===== src/hw/rtl/days_to_next_anniversary_assert.svh =====
// assertion macros for the date offset block
`ifndef DAYS_TO_NEXT_ANNIVERSARY_ASSERT_SVH
`define DAYS_TO_NEXT_ANNIVERSARY_ASSERT_SVH

`ifndef SYNTHESIS
`define DTNA_ASSERT_IMP(label, clk, rst, ante, cons) \
  label: assert property (@(posedge clk) disable iff (rst) (ante) |-> (cons)) \
    else $error("dtna assertion failed");
`define DTNA_ASSERT_NXT(label, clk, rst, ante, cons) \
  label: assert property (@(posedge clk) disable iff (rst) (ante) |=> (cons)) \
    else $error("dtna assertion failed");
`else
`define DTNA_ASSERT_IMP(label, clk, rst, ante, cons)
`define DTNA_ASSERT_NXT(label, clk, rst, ante, cons)
`endif

`endif


===== src/hw/rtl/dtna_pkg.sv =====
package dtna_pkg;

  // field widths
  localparam int CmdW   = 1;
  localparam int YearW  = 8;
  localparam int MonthW = 4;
  localparam int DayW   = 5;
  localparam int ResW   = 10;

  // working widths
  localparam int WYearW = 10;  // signed year, covers two before up to three after
  localparam int WMonW  = 5;   // signed month, -1..15
  localparam int DoyW   = 9;   // day of year 0..365
  localparam int SumW   = 11;  // result before saturation

  localparam logic [SumW-1:0] MaxResult = 11'd1023;
  localparam logic [DoyW-1:0] CommonLen = 9'd365;

  typedef logic signed [WYearW-1:0] year_t;
  typedef logic signed [WMonW-1:0]  mon_t;
  typedef logic [DoyW-1:0]          doy_t;

  // gregorian rule over 1898..2158: the only centuries are 1900, 2000, 2100
  function automatic logic is_leap(input year_t y);
    return (y[1:0] == 2'b00) && (y != 10'sd0) && (y != 10'sd200);
  endfunction

  function automatic doy_t year_len(input year_t y);
    return CommonLen + {{(DoyW-1){1'b0}}, is_leap(y)};
  endfunction

  // day of year at which each month starts, common year
  function automatic doy_t month_start(input logic [MonthW-1:0] m);
    doy_t s;
    case (m)
      4'd0:    s = 9'd0;
      4'd1:    s = 9'd31;
      4'd2:    s = 9'd59;
      4'd3:    s = 9'd90;
      4'd4:    s = 9'd120;
      4'd5:    s = 9'd151;
      4'd6:    s = 9'd181;
      4'd7:    s = 9'd212;
      4'd8:    s = 9'd243;
      4'd9:    s = 9'd273;
      4'd10:   s = 9'd304;
      4'd11:   s = 9'd334;
      default: s = 9'd0;
    endcase
    return s;
  endfunction

endpackage


===== src/hw/rtl/dtna_if.sv =====
// query channel
interface dtna_in_if import dtna_pkg::*; ();
  logic              valid;
  logic              ready;
  logic [CmdW-1:0]   command;
  logic [YearW-1:0]  year_since_1900;
  logic [MonthW-1:0] cur_month;
  logic [DayW-1:0]   cur_day;
  logic [MonthW-1:0] target_month;
  logic [DayW-1:0]   target_day;

  modport source (
    output valid, command, year_since_1900, cur_month, cur_day, target_month, target_day,
    input  ready
  );
  modport sink (
    input  valid, command, year_since_1900, cur_month, cur_day, target_month, target_day,
    output ready
  );
endinterface

// result channel
interface dtna_out_if import dtna_pkg::*; ();
  logic            valid;
  logic            ready;
  logic [ResW-1:0] days_until;

  modport source (output valid, days_until, input ready);
  modport sink (input valid, days_until, output ready);
endinterface


===== src/hw/rtl/dtna_doy.sv =====
// day of year of a date, with month and day overflow normalized
module dtna_doy import dtna_pkg::*; (
  input  year_t            year,
  input  mon_t             month,
  input  logic [DayW-1:0]  mday,
  output doy_t             doy
);

  year_t                   norm_year;
  logic [MonthW-1:0]       norm_mon;
  logic signed [SumW-1:0]  off;
  logic signed [SumW-1:0]  len_cur;
  logic signed [SumW-1:0]  len_prev;
  logic signed [SumW-1:0]  wrapped;
  logic                    leap_adj;

  // fold month into 0..11, carrying into the year
  always_comb begin
    if (month < 0) begin
      norm_mon  = 4'd11;
      norm_year = year - 10'sd1;
    end else if (month >= 5'sd12) begin
      norm_mon  = month[MonthW-1:0] - 4'd12;
      norm_year = year + 10'sd1;
    end else begin
      norm_mon  = month[MonthW-1:0];
      norm_year = year;
    end
  end

  // raw offset, may run one before the year or past its end
  always_comb begin
    leap_adj = (norm_mon >= 4'd2) ? is_leap(norm_year) : 1'b0;
    off = $signed({2'b00, month_start(norm_mon)})
        + $signed({{(SumW-1){1'b0}}, leap_adj})
        + $signed({{(SumW-DayW){1'b0}}, mday})
        - 11'sd1;
    len_cur  = $signed({2'b00, year_len(norm_year)});
    len_prev = $signed({2'b00, year_len(norm_year - 10'sd1)});
  end

  // wrap into the neighboring year
  always_comb begin
    if (off < 0) begin
      wrapped = off + len_prev;
    end else if (off >= len_cur) begin
      wrapped = off - len_cur;
    end else begin
      wrapped = off;
    end
  end

  assign doy = wrapped[DoyW-1:0];

endmodule


===== src/hw/rtl/days_to_next_anniversary.sv =====
// channel  dir  modport  beat
// in_ch    in   sink     command, year, current month/day, target month/day
// out_ch   out  source   days_until
//
// three register stages: query, day-of-year, result; one beat per cycle unless out_ch stalls.
// an accepted query moves through the query, day-of-year and result registers in turn to out_ch.
// rst clears the stage valid bits only; payload registers hold garbage.
// a stall on out_ch holds each full stage and fills empty ones before
// in_ch.ready drops.
module days_to_next_anniversary import dtna_pkg::*; (
  input logic        clk,
  input logic        rst,
  dtna_in_if.sink    in_ch,
  dtna_out_if.source out_ch
);

  typedef struct packed {
    logic cmd;
    doy_t cur;
    doy_t t0;
    doy_t t1;
    doy_t t2;
    doy_t len0;
    doy_t len1;
  } mid_t;

  // stage 1: query register
  logic              s1_valid;
  logic [CmdW-1:0]   s1_cmd;
  logic [YearW-1:0]  s1_year;
  logic [MonthW-1:0] s1_cm;
  logic [DayW-1:0]   s1_cd;
  logic [MonthW-1:0] s1_tm;
  logic [DayW-1:0]   s1_td;

  // stage 2: day-of-year register
  logic s2_valid;
  mid_t s2_mid;
  mid_t s2_mid_next;

  // stage 3: result register
  logic            out_valid;
  logic [ResW-1:0] out_days;
  logic [ResW-1:0] out_days_next;

  logic s1_move;
  logic s2_move;
  logic out_move;

  year_t y0;
  year_t y1;
  year_t y2;
  mon_t  cur_mon;
  mon_t  tgt_mon;
  doy_t  cur_doy;
  doy_t  t0_doy;
  doy_t  t1_doy;
  doy_t  t2_doy;

  logic [SumW-1:0] rest0;
  logic [SumW-1:0] sum;

  // stall chain
  assign out_move    = !out_valid || out_ch.ready;
  assign s2_move     = !s2_valid || out_move;
  assign s1_move     = !s1_valid || s2_move;
  assign in_ch.ready = s1_move;

  always_ff @(posedge clk) begin
    if (rst) begin
      s1_valid  <= 1'b0;
      s2_valid  <= 1'b0;
      out_valid <= 1'b0;
    end else begin
      if (s1_move) s1_valid <= in_ch.valid;
      if (s2_move) s2_valid <= s1_valid;
      if (out_move) out_valid <= s2_valid;
    end
  end

  // query capture
  always_ff @(posedge clk) begin
    if (s1_move && in_ch.valid) begin
      s1_cmd  <= in_ch.command;
      s1_year <= in_ch.year_since_1900;
      s1_cm   <= in_ch.cur_month;
      s1_cd   <= in_ch.cur_day;
      s1_tm   <= in_ch.target_month;
      s1_td   <= in_ch.target_day;
    end
  end

  // years and months in signed working form, target month made 0-based
  assign y0      = $signed({{(WYearW-YearW){1'b0}}, s1_year});
  assign y1      = y0 + 10'sd1;
  assign y2      = y0 + 10'sd2;
  assign cur_mon = $signed({1'b0, s1_cm});
  assign tgt_mon = $signed({1'b0, s1_tm}) - 5'sd1;

  dtna_doy u_cur (.year(y0), .month(cur_mon), .mday(s1_cd), .doy(cur_doy));
  dtna_doy u_t0  (.year(y0), .month(tgt_mon), .mday(s1_td), .doy(t0_doy));
  dtna_doy u_t1  (.year(y1), .month(tgt_mon), .mday(s1_td), .doy(t1_doy));
  dtna_doy u_t2  (.year(y2), .month(tgt_mon), .mday(s1_td), .doy(t2_doy));

  always_comb begin
    s2_mid_next.cmd  = s1_cmd[0];
    s2_mid_next.cur  = cur_doy;
    s2_mid_next.t0   = t0_doy;
    s2_mid_next.t1   = t1_doy;
    s2_mid_next.t2   = t2_doy;
    s2_mid_next.len0 = year_len(y0);
    s2_mid_next.len1 = year_len(y1);
  end

  always_ff @(posedge clk) begin
    if (s2_move && s1_valid) begin
      s2_mid <= s2_mid_next;
    end
  end

  // pick the occurrence and saturate
  always_comb begin
    rest0 = {2'b00, s2_mid.len0} - {2'b00, s2_mid.cur};
    if (s2_mid.t0 >= s2_mid.cur) begin
      if (!s2_mid.cmd) begin
        sum = {2'b00, s2_mid.t0} - {2'b00, s2_mid.cur};
      end else begin
        sum = rest0 + {2'b00, s2_mid.t1};
      end
    end else begin
      if (!s2_mid.cmd) begin
        sum = rest0 + {2'b00, s2_mid.t1};
      end else begin
        sum = rest0 + {2'b00, s2_mid.len1} + {2'b00, s2_mid.t2};
      end
    end
    out_days_next = (sum > MaxResult) ? MaxResult[ResW-1:0] : sum[ResW-1:0];
  end

  always_ff @(posedge clk) begin
    if (out_move && s2_valid) begin
      out_days <= out_days_next;
    end
  end

  assign out_ch.valid      = out_valid;
  assign out_ch.days_until = out_days;

`include "days_to_next_anniversary_assert.svh"

  `DTNA_ASSERT_NXT(a_accept_fills_s1, clk, rst, in_ch.valid && in_ch.ready, s1_valid)
  `DTNA_ASSERT_IMP(a_ready_when_s1_empty, clk, rst, !s1_valid, in_ch.ready)
  `DTNA_ASSERT_NXT(a_s2_held_on_stall, clk, rst, s2_valid && !out_move, s2_valid && $stable(s2_mid))

endmodule


===== src/flat_wrapper.sv =====
// flat-port wrapper written by rule: the top's interface ports become plain ports
module days_to_next_anniversary_flat import dtna_pkg::*;
  (clk, rst, in_ch_valid, in_ch_command, in_ch_year_since_1900, in_ch_cur_month, in_ch_cur_day, in_ch_target_month, in_ch_target_day, in_ch_ready, out_ch_valid, out_ch_days_until, out_ch_ready);
  dtna_in_if in_ch_i ();
  dtna_out_if out_ch_i ();
  input logic clk;
  input logic rst;
  input wire logic [$bits(in_ch_i.valid)-1:0] in_ch_valid;
  input wire logic [$bits(in_ch_i.command)-1:0] in_ch_command;
  input wire logic [$bits(in_ch_i.year_since_1900)-1:0] in_ch_year_since_1900;
  input wire logic [$bits(in_ch_i.cur_month)-1:0] in_ch_cur_month;
  input wire logic [$bits(in_ch_i.cur_day)-1:0] in_ch_cur_day;
  input wire logic [$bits(in_ch_i.target_month)-1:0] in_ch_target_month;
  input wire logic [$bits(in_ch_i.target_day)-1:0] in_ch_target_day;
  output wire logic [$bits(in_ch_i.ready)-1:0] in_ch_ready;
  output wire logic [$bits(out_ch_i.valid)-1:0] out_ch_valid;
  output wire logic [$bits(out_ch_i.days_until)-1:0] out_ch_days_until;
  input wire logic [$bits(out_ch_i.ready)-1:0] out_ch_ready;
  assign in_ch_i.valid = in_ch_valid;
  assign in_ch_i.command = in_ch_command;
  assign in_ch_i.year_since_1900 = in_ch_year_since_1900;
  assign in_ch_i.cur_month = in_ch_cur_month;
  assign in_ch_i.cur_day = in_ch_cur_day;
  assign in_ch_i.target_month = in_ch_target_month;
  assign in_ch_i.target_day = in_ch_target_day;
  assign in_ch_ready = in_ch_i.ready;
  assign out_ch_valid = out_ch_i.valid;
  assign out_ch_days_until = out_ch_i.days_until;
  assign out_ch_i.ready = out_ch_ready;
  days_to_next_anniversary u_core (.clk(clk), .rst(rst), .in_ch(in_ch_i), .out_ch(out_ch_i));
endmodule

===== config.mk =====
export PLATFORM = sky130hd
export DESIGN_NAME = days_to_next_anniversary_flat
export DESIGN_NICKNAME = d
export VERILOG_FILES = /design/src/hw/rtl/dtna_pkg.sv /design/src/hw/rtl/dtna_if.sv /design/src/hw/rtl/dtna_doy.sv /design/src/hw/rtl/days_to_next_anniversary.sv /design/src/flat_wrapper.sv
export VERILOG_INCLUDE_DIRS = /design/src /design/src/hw/rtl
export SDC_FILE = /design/constraint.sdc
export NUM_CORES = 1
export LEC_CHECK = 0
export ABC_AREA = 1
export ABC_CLOCK_PERIOD_IN_PS = 7300
export BUFFER_PORTS_ARGS = -buffer_cell sky130_fd_sc_hd__buf_2
export CAP_MARGIN = 20
export CORE_UTILIZATION = 54
export CTS_BUF_LIST = sky130_fd_sc_hd__clkbuf_8
export CTS_CLUSTER_SIZE = 10
export DETAILED_ROUTE_END_ITERATION = 16
export PLACE_DENSITY = 0.71
export SLEW_MARGIN = 20
export SYNTH_ARGS = -nofsm -noshare
export SYNTH_HDL_FRONTEND = slang
export SYNTH_HIERARCHICAL = 1
export SYNTH_SLANG_ARGS = --single-unit

===== constraint.sdc =====
create_clock -name clk -period 7.3 [get_ports clk]
set_input_delay 0.365 -clock clk [delete_from_list [all_inputs] [get_ports clk]]
set_output_delay 0.365 -clock clk [all_outputs]
set_load 0.05 [all_outputs]

==> results.py <==
metrics = {
    "clock_network": {
        "cts_resized": 0,
        "cts_setup_buffers": 0,
        "numCtsBuffers": 9,
        "clkLatencyLatePin_ps": 390,
        "ctsHtreeMaxLevel": 3,
        "cts_hold_buf": 0,
        "cts_sinks": 81,
        "clockRootBuffer": "clkbuf_8",
        "clk_pin_slew_worst_paths_ps": 100,
        "clk_path_buf_depth": 2,
        "cts_tree": "yes",
    },
    "power": {
        "p_comb_frac": 0.783,
        "pwr-share-clk": 0.073,
        "switchingPower_mw": 3.00,
        "seq_power_share": 0.144,
        "power.density_mw_per_mm2": 362,
        "swShare": 0.554,
        "p_int_mw": 2.42,
        "p_leak_nw": 8.32,
        "peakVddDrop_mv": 0.244,
    },
    "timing": {
        "period_minus_slack_ps": 6330,
        "tightestPinTransition_ps": 926,
        "fin_skew_ps": 22.0,
        "rsz0062_at_grt": "no",
        "slew_violations": 0,
        "fin_crit_sh": 0.867,
        "setup_violations": 0,
        "hold_viol": 0,
        "slew_headroom": 0.382,
        "tns_ps": 0,
        "max_freq_mhz": 158,
    },
    "synth": {
        "synth_top_family_by_area": "simple AND/OR/NAND/NOR gates",
        "synth_fa_ha_area_frac": 0.147,
        "netlist_instances": 2347,
        "postSynthAreaPerCell_um2": 6.06,
        "synth_xor_area_frac": 0.0510,
        "synth_cell_types": 50,
        "synth_compound_area_frac": 0.0739,
        "synth_enable_flop_cells": 78,
        "ys_ff_latch": 81,
        "ys.flop_type": "edfxtp_1",
        "yosysSeqAreaShare": 0.169,
        "netlist_area_mm2": 0.0142,
        "synthMuxAreaShare": 0.000704,
        "async_reset_ff_frac": 0,
        "yosys.area_share.simple": 0.425,
        "yosys_warnings": 6,
    },
    "final_layout": {
        "multi_input_area_mm2": 0.0100,
        "seq_area_mm2": 0.00240,
        "finalCoreUtilization": 0.578,
        "antenna_cells": 0,
        "fin_cells": 2728,
        "nFillCells": 2573,
        "drive_above_1_share": 0.0807,
        "final_cell_mix": "nand2_1 (760), inv_1 (418), nand3_1 (267)",
        "area_growth_pct": 5.30,
        "final_common_cell": "nand2_1",
        "final_nets": 2578,
    },
    "drt": {
        "wl_um": 33700,
        "num_vias": 14200,
        "postRouteAntennaNets": 0,
        "drc": 0,
        "wl_met2_um": 16100,
        "drt_pass1_iterations": 6,
        "wl_per_cell_um": 12.4,
        "met3_length_um": 1320,
        "top_layer_used": "met4",
        "m1WireLength_um": 15700,
        "drt_iter0_drc": 1041,
        "routed_via_density": 5.19,
    },
    "grt": {
        "first_global_vias": 12500,
        "gr-usage-all-layers": 0.255,
        "grt_start_max_net_pins": 42,
        "grt.overflow.total": 0,
        "antenna_found_initial": 0,
        "grt_pass1_wl_um": 56400,
    },
    "critical_path": {
        "rrSetupSlack_ps": 970,
        "arrival_ps": 6470,
        "cpMaxStageDelayCell": "edfxtp_1",
        "crit_path_start_kind": "register",
        "cp_max_fo": 20,
        "reg2reg_depth": 31,
        "critical_path_required_ps": 7440,
        "worstReg2RegEnd": "u_core/s2_mid[34]",
        "path_class": "reg -> reg",
        "cpMostUsedCell": "nand2_1",
        "rr_startpoint": "u_core/s1_year[2]",
        "cp-startpoint": "u_core/s1_year[2]",
        "end_kind": "register",
        "endpoint": "u_core/s2_mid[34]",
        "cpPeakStageDelay_ps": 840,
    },
    "flow_run": {
        "max_cap_violations": 0,
    },
    "die": {
        "rows": 59,
        "pin_count": 43,
        "start_util": 0.549,
        "dieWidth_um": 164,
        "die_y_um": 164,
        "die_area_mm2": 0.0270,
        "coreArea_mm2": 0.0259,
    },
    "placement": {
        "dp_hpwl_um": 27600,
        "placedCellCount": 2712,
        "io_buffers": 42,
        "gp_congestion": 0.941,
    },
    "worst_hold_path": {
        "hold_class": "in -> reg",
    },
    "outcome": {
        "outcome": "complete, no violations",
    },
}
metal layers:
layer / up-vias / global-route usage
li1: 7498 / -
met3: 48 / 0.0283
met4: 0 / 0.0661
met1: 6305 / 0.328
met5: - / 0
met2: 316 / 0.448
kinds of logic (layout without fill, tap and decap cells):
kind of cell | after synthesis | in the layout
other cells | 1 | 18
flops | 81 | 81
fa+ha+maj | 159 | 159
xor+xnor | 82 | 82
mux | 1 | 1
buf+inv | 478 | 507
compound gates | 186 | 186
simple gates | 1359 | 1359
worst min-delay path by stage:
| stage | to | cells past startpoint | start | slack, ps |
|---|---|---|---|---|
| 2_1_floorplan | u_core/s2_mid[54] | 0 | u_core/s1_cmd | 400 |
| 3_3_place_gp | u_core/s2_mid[54] | 0 | u_core/s1_cmd | 400 |
| 3_5_place_dp | u_core/s2_mid[54] | 0 | u_core/s1_cmd | 410 |
| 4_1_cts | u_core/s1_year[4] | 1 | in_ch_year_since_1900[4] | 130 |
| 5_1_grt | u_core/s1_cmd | 1 | in_ch_command | 130 |
| 6_report | u_core/s1_year[4] | 1 | in_ch_year_since_1900[4] | 150 |
synth_stat cells (6+ instances only):
library cell / n / area (um^2)
nand4_1: 38 / 238
o21bai_1: 7 / 52.6
xnor2_1: 21 / 184
nand2_2: 42 / 263
edfxtp_1: 78 / 2340
nor2_4: 7 / 78.8
inv_2: 21 / 78.8
fa_1: 14 / 280
ha_1: 145 / 1810
o211ai_1: 8 / 60.1
nor3_1: 20 / 100
buf_6: 6 / 67.6
o21ai_1: 10 / 50.1
inv_1: 418 / 1570
xor2_1: 60 / 526
nand2_4: 7 / 78.8
nand3_2: 15 / 150
buf_2: 18 / 90.1
nand2_1: 760 / 2850
nor2_2: 9 / 56.3
nand3_1: 267 / 1340
o21ai_0: 62 / 310
or2_2: 8 / 50.1
o22ai_1: 7 / 43.8
nor2_1: 159 / 597
a21oi_1: 71 / 355
nand3b_1: 13 / 97.6
critical path: cells and delay by family, from the launching register on:
kind            cells  cell delay (ps)
compound gates      3              590
xor+xnor            2              860
fa+ha+maj           4             1360
buf+inv             2              160
flops               1              840
simple gates       20             2260
layout make-up:
type	instances	share of cell area
Inverter	444	0.112
Multi-Input combinational cell	1805	0.668
Tap cell	335	0.0280
Timing Repair Buffer	47	0.0165
Clock inverter	7	0.00735
Sequential cell	81	0.160
Clock buffer	9	0.00827
flip-flops by register name (all words and copies together) (netlist names):
signal                    cells
u_core/s1_cd                  5
u_core/out_ch.days_until     10
u_core/s1_year                8
u_core/out_ch.valid           1
u_core/s1_valid               1
u_core/s1_td                  5
u_core/s2_valid               1
u_core/s1_cm                  4
u_core/s1_cmd                 1
u_core/s1_tm                  4
u_core/s2_mid                41
per-stage QoR:
step                      worst slack, ps  hold slack (ps)  power, mW  instance area, um^2
after floorplan                      2140              400       4.21                14300
after global placement               1300              404       4.90                14700
after detailed placement             1030              409       4.99                14700
after CTS                             992              132       5.40                15000
after global routing                  196              129       6.06                15000
final                                 972              149       5.42                15000
power groups by stage:
stage	Clock (mW)	Combinational, mW	Sequential (mW)
2_1_floorplan	0	3.41	0.804
3_3_place_gp	0	4.11	0.795
3_5_place_dp	0	4.20	0.795
4_1_cts	0.403	4.22	0.784
5_1_grt	0.417	4.84	0.794
6_report	0.394	4.24	0.782
No activity file was read; power rests on OpenSTA's default activity.
